--- config.mk ---
export PLATFORM = sky130hd
export DESIGN_NAME = humidity_temp_frame_decoder_core
export DESIGN_NICKNAME = d
export VERILOG_FILES = /design/src/rtl/htfd_pkg.sv /design/src/rtl/htfd_frame.sv /design/src/rtl/htfd_scale.sv /design/src/rtl/humidity_temp_frame_decoder_core.sv
export SDC_FILE = /design/constraint.sdc
export NUM_CORES = 1
export LEC_CHECK = 0
export BUFFER_PORTS_ARGS = -buffer_cell sky130_fd_sc_hd__buf_2
export CORE_MARGIN = 10
export CORE_UTILIZATION = 45
export DETAILED_ROUTE_END_ITERATION = 6
export GPL_TIMING_DRIVEN = 0
export PLACE_DENSITY = 0.67
export SKIP_LAST_GASP = 1
export SLEW_MARGIN = 20
export SYNTH_ARGS = -nofsm -noshare
export SYNTH_HDL_FRONTEND = slang
export SYNTH_SLANG_ARGS = --single-unit
--- constraint.sdc ---
create_clock -name i_clk -period 8.15 [get_ports i_clk]
set_input_delay 0.815 -clock i_clk [delete_from_list [all_inputs] [get_ports i_clk]]
set_output_delay 0.815 -clock i_clk [all_outputs]
set_load 0.005 [all_outputs]
--- src/rtl/htfd_pkg.sv ---
// htfd_pkg: shared types, constants and the crc-8 update function for the
// humidity/temperature frame decoder; no dependencies
`timescale 1ns / 1ps

package htfd_pkg;

    localparam logic [7:0]         CRC_POLY    = 8'h31;
    localparam logic [7:0]         CRC_INIT    = 8'hFF;
    localparam logic [2:0]         POS_STATUS  = 3'd0;
    localparam logic [2:0]         POS_HUM_HI  = 3'd1;
    localparam logic [2:0]         POS_HUM_MID = 3'd2;
    localparam logic [2:0]         POS_SPLIT   = 3'd3;
    localparam logic [2:0]         POS_TMP_MID = 3'd4;
    localparam logic [2:0]         POS_TMP_LO  = 3'd5;
    localparam logic [2:0]         POS_CRC     = 3'd6;
    localparam logic [13:0]        HUM_SCALE   = 14'd10000;
    localparam logic [14:0]        TEMP_SCALE  = 15'd20000;
    localparam logic signed [15:0] TEMP_OFFSET = 16'sd5000;

    typedef struct packed {
        logic [19:0] hum_raw;
        logic [19:0] temp_raw;
        logic        crc_ok;
    } t_frame;

    // one byte through the msb-first crc-8, no final xor
    function automatic logic [7:0] crc8_update(input logic [7:0] crc, input logic [7:0] data);
        logic [7:0] c;
        c = crc ^ data;
        for (int i = 0; i < 8; i++) begin
            if (c[7]) begin
                c = {c[6:0], 1'b0} ^ CRC_POLY;
            end else begin
                c = {c[6:0], 1'b0};
            end
        end
        return c;
    endfunction

endpackage

--- src/rtl/htfd_frame.sv ---
// htfd_frame: byte position tracking, running crc and raw field assembly;
// holds a finished frame in a register until the scaling stage takes it
// depends on htfd_pkg
`timescale 1ns / 1ps

module htfd_frame (
    input  logic                i_clk,
    input  logic                i_rst_n,
    input  logic                i_accept,
    input  logic [7:0]          i_rx_byte,
    input  logic                i_frame_start,
    input  logic                i_take,
    output logic                o_frm_valid,
    output htfd_pkg::t_frame    o_frm
);
    import htfd_pkg::*;

    logic [2:0]  r_pos,  n_pos;
    logic [7:0]  r_crc,  n_crc;
    logic [19:0] r_hum,  n_hum;
    logic [19:0] r_tmp,  n_tmp;
    logic        r_frm_valid, n_frm_valid;
    t_frame      r_frm,  n_frm;

    logic [2:0]  w_pos;
    logic [7:0]  w_crc;

    always_comb begin
        // frame start restarts position and crc before the word is taken
        w_pos = i_frame_start ? POS_STATUS : r_pos;
        w_crc = i_frame_start ? CRC_INIT : r_crc;

        n_pos       = r_pos;
        n_crc       = r_crc;
        n_hum       = r_hum;
        n_tmp       = r_tmp;
        n_frm       = r_frm;
        n_frm_valid = r_frm_valid && !i_take;

        if (i_accept) begin
            if (w_pos < POS_CRC) begin
                n_crc = crc8_update(w_crc, i_rx_byte);
                n_pos = w_pos + 3'd1;
                unique case (w_pos)
                    POS_HUM_HI:  n_hum = {i_rx_byte, r_hum[11:0]};
                    POS_HUM_MID: n_hum = {r_hum[19:12], i_rx_byte, r_hum[3:0]};
                    POS_SPLIT: begin
                        n_hum = {r_hum[19:4], i_rx_byte[7:4]};
                        n_tmp = {i_rx_byte[3:0], r_tmp[15:0]};
                    end
                    POS_TMP_MID: n_tmp = {r_tmp[19:16], i_rx_byte, r_tmp[7:0]};
                    POS_TMP_LO:  n_tmp = {r_tmp[19:8], i_rx_byte};
                    default: begin
                    end
                endcase
            end else begin
                n_frm.hum_raw  = r_hum;
                n_frm.temp_raw = r_tmp;
                n_frm.crc_ok   = (w_crc == i_rx_byte);
                n_frm_valid    = 1'b1;
                n_pos          = POS_STATUS;
                n_crc          = CRC_INIT;
            end
        end
    end

    always_ff @(posedge i_clk) begin
        if (!i_rst_n) begin
            r_pos       <= POS_STATUS;
            r_crc       <= CRC_INIT;
            r_hum       <= 20'd0;
            r_tmp       <= 20'd0;
            r_frm_valid <= 1'b0;
        end else begin
            r_pos       <= n_pos;
            r_crc       <= n_crc;
            r_hum       <= n_hum;
            r_tmp       <= n_tmp;
            r_frm_valid <= n_frm_valid;
        end
    end

    always_ff @(posedge i_clk) begin
        r_frm <= n_frm;
    end

    assign o_frm_valid = r_frm_valid;
    assign o_frm       = r_frm;

endmodule

--- src/rtl/htfd_scale.sv ---
// htfd_scale: converts raw humidity and temperature to hundredths and holds
// the result word in the output register
// depends on htfd_pkg
`timescale 1ns / 1ps

module htfd_scale (
    input  logic                i_clk,
    input  logic                i_rst_n,
    input  logic                i_frm_valid,
    input  htfd_pkg::t_frame    i_frm,
    input  logic                i_stall,
    output logic                o_take,
    output logic                o_valid,
    output logic [13:0]         o_humidity_centi,
    output logic signed [14:0]  o_temperature_centi,
    output logic                o_crc_ok
);
    import htfd_pkg::*;

    logic                r_valid;
    logic [13:0]         r_hum,  n_hum;
    logic signed [14:0]  r_tmp,  n_tmp;
    logic                r_ok;

    logic                w_load;
    logic [33:0]         w_hum_prod;
    logic [34:0]         w_tmp_prod;
    logic signed [15:0]  w_tmp_floor;
    logic signed [15:0]  w_tmp_trunc;

    assign w_load = !r_valid || !i_stall;
    assign o_take = i_frm_valid && w_load;

    assign w_hum_prod  = 34'(i_frm.hum_raw) * 34'(HUM_SCALE);
    assign w_tmp_prod  = 35'(i_frm.temp_raw) * 35'(TEMP_SCALE);
    // offset is a whole multiple of 2^20, so floor is the high part minus 5000
    assign w_tmp_floor = $signed({1'b0, w_tmp_prod[34:20]}) - TEMP_OFFSET;
    // round negative values toward zero when fraction bits are left over
    assign w_tmp_trunc = w_tmp_floor
                       + $signed(16'(w_tmp_floor[15] && (w_tmp_prod[19:0] != 20'd0)));

    always_comb begin
        if (i_frm.crc_ok) begin
            n_hum = w_hum_prod[33:20];
            n_tmp = w_tmp_trunc[14:0];
        end else begin
            n_hum = 14'd0;
            n_tmp = 15'sd0;
        end
    end

    always_ff @(posedge i_clk) begin
        if (!i_rst_n) begin
            r_valid <= 1'b0;
        end else if (w_load) begin
            r_valid <= i_frm_valid;
        end
    end

    always_ff @(posedge i_clk) begin
        if (o_take) begin
            r_hum <= n_hum;
            r_tmp <= n_tmp;
            r_ok  <= i_frm.crc_ok;
        end
    end

    assign o_valid             = r_valid;
    assign o_humidity_centi    = r_hum;
    assign o_temperature_centi = r_tmp;
    assign o_crc_ok            = r_ok;

endmodule

--- src/rtl/humidity_temp_frame_decoder_core.sv ---
// humidity_temp_frame_decoder_core: top level of the frame decoder
// depends on htfd_pkg, htfd_frame, htfd_scale
//
// usage:
//   input channel: one frame byte per word on i_rx_byte, i_frame_start high
//   on the status byte; a word is taken when i_valid is high and o_stall low
//   a frame is status, five data bytes, crc byte; the crc-8 (poly 0x31,
//   init 0xff) runs over the first six bytes
//   output channel: one result word per completed frame, taken when o_valid
//   is high and i_stall low; humidity and temperature are 0 on crc failure
//   throughput: one word per cycle while o_stall is low
//   after the crc byte is taken, the result passes the frame register and
//   then the scaling register
//   reset: byte position 0, crc 0xff, raw fields 0, no result pending
//   stall: the output register holds its word; a second finished frame waits
//   in the frame register, and only then is o_stall raised to the sender
`timescale 1ns / 1ps

module humidity_temp_frame_decoder_core (
    input  logic                i_clk,
    input  logic                i_rst_n,
    input  logic                i_valid,
    output logic                o_stall,
    input  logic [7:0]          i_rx_byte,
    input  logic                i_frame_start,
    output logic                o_valid,
    input  logic                i_stall,
    output logic [13:0]         o_humidity_centi,
    output logic signed [14:0]  o_temperature_centi,
    output logic                o_crc_ok
);
    import htfd_pkg::*;

    logic   w_accept;
    logic   w_take;
    logic   w_frm_valid;
    t_frame w_frm;

    assign o_stall  = w_frm_valid && !w_take;
    assign w_accept = i_valid && !o_stall;

    htfd_frame u_frame (
        .i_clk         (i_clk),
        .i_rst_n       (i_rst_n),
        .i_accept      (w_accept),
        .i_rx_byte     (i_rx_byte),
        .i_frame_start (i_frame_start),
        .i_take        (w_take),
        .o_frm_valid   (w_frm_valid),
        .o_frm         (w_frm)
    );

    htfd_scale u_scale (
        .i_clk               (i_clk),
        .i_rst_n             (i_rst_n),
        .i_frm_valid         (w_frm_valid),
        .i_frm               (w_frm),
        .i_stall             (i_stall),
        .o_take              (w_take),
        .o_valid             (o_valid),
        .o_humidity_centi    (o_humidity_centi),
        .o_temperature_centi (o_temperature_centi),
        .o_crc_ok            (o_crc_ok)
    );

endmodule

==> flow_summary.yaml, run 1 <==
setup_path:
  endpoint: "u_scale.o_temperature_centi[13]"
  cp-start-kind: "register"
  path_class: "register to register"
  timing.rr.end: "u_scale.o_temperature_centi[13]"
  arrival_ns: 7.98
  rrSetupSlack_ns: 0.44
  cp_num_cells: 30
  endpoint_kind: "register"
  cp_slowest_stage_delay_ns: 0.55
  cpMaxStageDelayCell: "fa_1"
  critPathLaunch: "u_frame.o_frm[6]"
  path_buf_inv: 7
  critPathTopFamily: "adder cells"
  r2r_start: "u_frame.o_frm[6]"
  worstPathRequired_ns: 8.42
  path_max_fanout: 7
  ff2ff_path_depth: 30
flow_run:
  cap_violations: 0
die:
  rows: 58
  start_util_pct: 45.9
  coreArea_sq_um: 25300
  boundaryPins: 45
  die_h_microns: 181
  dieArea_sq_um: 32700
  die_w_microns: 181
cts:
  insertion_delay_ns: 0.42
  cts_max_level: 4
  cts-root-buf: "clkbuf_16"
  cts-buffers-inserted: 17
  clk_pin_slew_ns: 0.05
  cts_tree: "built"
  cts_buffer_depth: 2
  cts.sinks: 124
timing:
  setup_viol: 0
  finalWorstSetupSlack_ns: 0.435
  final.min_clock_period_ns: 7.71
  slew_viol_final: 0
  clock-skew-final_ns: 0.00835
  period_share_pct: 94.7
  fmax_mhz: 130
  relSlewSlack_pct: 41.7
  finalSetupTns_ns: 0
  hold_viol_final: 0
  holdWs_ns: 0.427
  worstMarginPinSlew_ns: 0.867
logic_synthesis:
  synth.area.top_cells: "ha_1, edfxtp_1, fa_1"
  synth.top_cell.area_share_pct: 18.6
  synth.cell_area_sq_um: 11600
  syn_inst: 1168
  synth_top_cell_by_area: "ha_1"
  seq_area_frac_synth_pct: 27.4
  synth_edf_count: 71
  ys_seq_elements: 124
  ys.flop_type: "edfxtp_1"
  synth_nets: 1447
  ys_types: 72
  synth_async_sr_flop_share_pct: 0
  ys_warn_count: 0
  syn_avg_cell_area_sq_um: 9.96
hold_path:
  worstHoldPathType: "register to register"
finish:
  nets: 1510
  area_growth_pct: 11.1
  antenna_cells: 0
  fin_cells: 1574
  drive_above_1_share_pct: 9.32
  fin_util_pct: 51.0
global_route:
  met1_usage_pct: 17.8
  grt_pass1_wl_microns: 36500
  grt-ovfl-total: 0
  grt_pass1_vias: 7598
  use_met3_pct: 3.24
  grt_start_max_net_pins: 23
  antenna_found_initial: 0
  track_usage_pct: 13.3
  busiest_layer: "met2"
  met2_usage_pct: 21.0
power_and_ir_drop:
  leakagePower_nw: 6.31
  p_per_area_nw_per_um2: 114
  ir_drop_uv: 120
routing:
  drc: 0
  ant_nets: 0
  firstDrtPassIters: 4
  wl_per_cell_microns: 13.3
  vias_per_cell: 4.83
  wl_microns: 21000
  drtIter0Drc: 342
  vias: 7603
placement:
  dp_hpwl_microns: 17200
  gp_congestion: 0.827
  io_buffers: 40
  dp_cells: 1540
  dp_slack_ns: 0.205
run_status:
  outcome: "finished, final reports clean"
==> where the power goes <==
group / total (W) / switching [W] / leakage, nW / internal [W]
registers: 0.000670 / 0.00000546 / 1.06 / 0.000664
logic: 0.0000927 / 0.0000514 / 4.97 / 0.0000413
clock network: 0.000708 / 0.000277 / 0.283 / 0.000431
total: 0.00147 / 0.000334 / 6.31 / 0.00114
==> synth_stat cells (all sizes together) (3+ instances only) <==
| master | number |
|---|---|
| a21oi | 48 |
| xnor2 | 40 |
| nand2b | 4 |
| mux2i | 42 |
| nor2b | 49 |
| nor3b | 3 |
| o21bai | 3 |
| ha | 173 |
| o2111ai | 3 |
| dfxtp | 53 |
| o211ai | 11 |
| or4 | 3 |
| and2 | 6 |
| inv | 275 |
| nand4 | 5 |
| fa | 93 |
| a21o | 16 |
| o21ai | 23 |
| nor4 | 6 |
| clkbuf | 20 |
| and4 | 5 |
| edfxtp | 71 |
| nand3 | 16 |
| nor3 | 18 |
| a21boi | 3 |
| a31oi | 5 |
| o21a | 9 |
| or2 | 10 |
| nand2 | 33 |
| o31ai | 3 |
| buf | 8 |
| or3 | 3 |
| xor2 | 21 |
| and3 | 6 |
| a211oi | 9 |
| nor2 | 51 |
==> how the worst min path moves through the flow <==
stage / from / to / slack [ns] / cells past startpoint
after floorplan: u_frame.r_tmp[16] / u_frame.o_frm[17] / 0.41 / 0
after global placement: u_frame.r_tmp[12] / u_frame.o_frm[13] / 0.41 / 0
after detailed placement: u_frame.r_hum[1] / u_frame.o_frm[22] / 0.42 / 0
after CTS: u_frame.r_tmp[8] / u_frame.o_frm[9] / 0.43 / 0
after global routing: u_frame.r_hum[1] / u_frame.o_frm[22] / 0.44 / 0
final: u_frame.r_tmp[13] / u_frame.o_frm[14] / 0.43 / 0
==> logic make-up (layout without fill, tap and decap cells) <==
group	after synthesis	count (layout)	synth area share [%]
simple gates	221	221	10.2
buf+inv	303	379	9.98
flops	124	124	27.4
xor+xnor	61	61	4.98
fa+ha+maj	266	266	34.6
compound gates	151	151	9.24
mux	42	42	3.61
==> routing by layer <==
layer	wire, microns	up-vias
met5	0	-
met4	237	0
met3	804	20
met2	9490	86
met1	10500	3542
li1	-	3955
==> through the flow <==
| step | cell area [sq um] | total power [W] |
|---|---|---|
| floorplan | 11600 | 0.000755 |
| global placement | 12300 | 0.000774 |
| detailed placement | 12300 | 0.000775 |
| CTS | 12900 | 0.00148 |
| global route | 12900 | 0.00152 |
| finish | 12900 | 0.00147 |
==> flip-flops by register name, summed over array words and instances, names as in the netlist <==
name and count:
u_frame.o_frm_valid 1, u_frame.o_frm 41, u_frame.r_hum 20, u_scale.o_crc_ok 1, u_frame.r_crc 8, u_frame.r_pos 3, u_frame.r_tmp 20, u_scale.o_temperature_centi 15
u_scale.o_humidity_centi 14, u_scale.o_valid 1
==> cell type report <==
cell class / instances / area [sq um]
clock buffers: 23 / 499
plain buffers: 28 / 129
inverters: 275 / 1030
clock inverters: 9 / 58.8
fillers: 2283 / 12400
repair buffers: 44 / 270
well taps: 330 / 413
flip-flops and latches: 124 / 3190
multi-input cells: 741 / 7330
==> cell usage in the layout (no fill, tap or decap), types with 5 or more instances in the layout <==
master / synthesis / final
inv_1: 275 / 275
ha_1: 173 / 172
fa_1: 93 / 93
edfxtp_1: 71 / 71
dfxtp_1: 53 / 53
nor2_1: 51 / 50
nor2b_1: 49 / 49
a21oi_1: 45 / 45
buf_2: 4 / 44
mux2i_1: 42 / 42
xnor2_1: 39 / 39
nand2_1: 32 / 32
clkbuf_1: 20 / 22
o21ai_0: 19 / 19
xor2_1: 19 / 19
nor3_1: 18 / 18
clkbuf_16: 0 / 18
a21o_1: 16 / 16
nand3_1: 14 / 14
o211ai_1: 10 / 10
a211oi_1: 8 / 8
o21a_1: 8 / 8
or2_2: 7 / 7
and3_1: 6 / 6
and2_1: 6 / 6
and4_1: 5 / 5
a31oi_1: 5 / 5
nand4_1: 5 / 5
==> worst reg2reg max path: cells and delay by family (launching register included) <==
family	cells	cell delay, ns
AO/OA/AOI/OAI	8	1.83
adder cells (fa/ha/maj)	8	2.90
buffers and inverters	7	0.68
flip-flops	1	0.42
AND/OR/NAND/NOR	7	1.76
==> repair_timing <==
action,CTS,global route
setup buffers,0,2
gates resized for setup,0,5
hold buffers,0,0
setup endpoints to repair,0,6
(Power assumes the default switching activity.)
==> run 2, diff against run 1 <==
--- a/config.mk
+++ b/config.mk
@@ -6,11 +6,13 @@
 export NUM_CORES = 1
 export LEC_CHECK = 0
 export BUFFER_PORTS_ARGS = -buffer_cell sky130_fd_sc_hd__buf_2
+export CELL_PAD_IN_SITES_DETAIL_PLACEMENT = 1
+export CELL_PAD_IN_SITES_GLOBAL_PLACEMENT = 1
 export CORE_MARGIN = 10
 export CORE_UTILIZATION = 45
 export DETAILED_ROUTE_END_ITERATION = 6
 export GPL_TIMING_DRIVEN = 0
-export PLACE_DENSITY = 0.67
+export PLACE_DENSITY = 0.8
 export SKIP_LAST_GASP = 1
 export SLEW_MARGIN = 20
 export SYNTH_ARGS = -nofsm -noshare
==> flow_summary.yaml, run 2 (synthesis results as in run 1) <==
run_status:
  outcome: "finished, final reports clean"
power_and_ir_drop:
  pwr-share-comb_pct: 6.2
  clockPowerShare_pct: 50.6
  p_sw_share_pct: 23.1
  p_switching_w: 0.000358
  p_per_area_nw_per_um2: 119
  ir_drop_uv: 150
  p_int_w: 0.00119
  leakagePower_nw: 6.33
  seqPwrFrac_pct: 43.2
setup_path:
  cpMaxStageDelayCell: "fa_1"
  ff2ff_path_depth: 27
  worstPathRequired_ns: 8.42
  cp-start-kind: "register"
  path_max_fanout: 6
  arrival_ns: 8.04
  path_class: "register to register"
  endpoint_kind: "register"
  cp_slowest_stage_delay_ns: 0.58
global_route:
  track_usage_pct: 17.2
  grt_start_max_net_pins: 29
  antenna_found_initial: 0
  grt_pass1_wl_microns: 46400
  grt-ovfl-total: 0
  grt_pass1_vias: 9123
placement:
  dp_hpwl_microns: 21500
  io_buffers: 40
  gp_congestion: 0.814
  placed_area_sq_um: 12300
finish:
  fillers: 2797
  nets: 1513
  final_cell_mix: "inv_1, ha_1, fa_1"
  mostFrequentLayoutCell: "inv_1"
  antenna_cells: 0
  final_area_sq_um: 13000
  drive_above_1_share_pct: 9.46
  area_growth_pct: 11.6
  largest_reg_flops: 41
cts:
  cts-root-buf: "clkbuf_16"
  postCtsHoldBufs: 0
  cts_tree: "built"
  cts-buffers-inserted: 17
  cts_max_level: 4
  cts.sinks: 124
  clk_pin_slew_ns: 0.06
  insertion_delay_ns: 0.42
  cts_buffer_depth: 2
routing:
  wl_per_cell_microns: 17.5
  drc: 0
  firstDrtPassIters: 4
  drtIter0Drc: 367
  vias_per_cell: 5.19
  ant_nets: 0
  wl_microns: 27600
  vias: 8178
hold_path:
  worstHoldPathType: "register to register"
  hold-path-cell-count: 0
timing:
  period_share_pct: 95.3
  relSlewSlack_pct: 36.3
  finalSetupTns_ns: 0
  fmax_mhz: 129
  clock-skew-final_ns: 0.00873
  final.min_clock_period_ns: 7.77
  slew_viol_final: 0
  hold_viol_final: 0
  setup_viol: 0
  worstMarginPinSlew_ns: 0.946
die:
  start_util_pct: 45.9
  boundaryPins: 45
  rows: 58
  die_w_microns: 181
  coreArea_sq_um: 25300
  die_h_microns: 181
  dieArea_sq_um: 32700
flow_run:
  cap_violations: 0
-- run 2: timing repair --
action	4_1_cts	5_1_grt
setup endpoints to repair	0	6
buffers inserted	0	6
resized for setup	0	3
-- run 2: path summary, 6_finish.rpt --
kind | from | to | slack, ns
min | u_frame.r_hum[1] | u_frame.o_frm[22] | 0.44
max reg2reg | u_frame.o_frm[12] | u_scale.o_temperature_centi[13] | 0.38
min reg2reg | u_frame.r_hum[1] | u_frame.o_frm[22] | 0.44
max | u_frame.o_frm[12] | u_scale.o_temperature_centi[13] | 0.38
-- run 2: area by class of cell --
class | count | area (sq um) | area share (%)
buffer | 27 | 125 | 0.964
clock buffer | 20 | 479 | 3.69
clock inverter | 12 | 133 | 1.02
inverter | 275 | 1030 | 7.95
multi-input combinational | 741 | 7310 | 56.3
sequential | 124 | 3190 | 24.6
tap | 330 | 413 | 3.18
timing repair buffer | 48 | 293 | 2.26
-- run 2: stage by stage --
stage / hold slack (ns) / total power [W] / setup slack (ns) / util [%] / instances
after floorplan: 0.408 / 0.000755 / 1.17 / - / 1168
after global placement: 0.413 / 0.000775 / 0.280 / 48.4 / 1538
after detailed placement: 0.422 / 0.000779 / 0.170 / 48.6 / 1540
after CTS: 0.438 / 0.00157 / 0.0914 / 51.0 / 1572
after global routing: 0.444 / 0.00161 / -0.0370 / 51.3 / 1577
final: 0.440 / 0.00155 / 0.382 / 51.3 / 1577
-- run 2: power groups by stage --
| stage | logic [W] | registers, W | clock network (W) |
|---|---|---|---|
| finish | 0.0000965 | 0.000670 | 0.000785 |
| global route | 0.000107 | 0.000670 | 0.000828 |
| floorplan | 0.0000739 | 0.000681 | 0 |
| detailed placement | 0.0000962 | 0.000683 | 0 |
| CTS | 0.0000975 | 0.000670 | 0.000799 |
| global placement | 0.0000927 | 0.000682 | 0 |
-- run 2: layer usage --
metal,vias to the layer above,wire (microns),track usage [%],share of wire (%)
li1,3963,-,-,-
met1,4072,12000,20.6,44
met2,112,14200,30.7,51
met4,0,503,4.76,1.8
met5,-,0,0,0
met3,31,951,3.32,3.4
-- run 2: critical path, delay by kind of cell (launching register included) --
kind                       cells  cell delay [ns]
AOI/OAI and AO/OA              7             1.65
adders and majority gates      8             3.12
buffers and inverters          5             0.49
DFF                            1             0.43
and+or+nand+nor                7             1.89
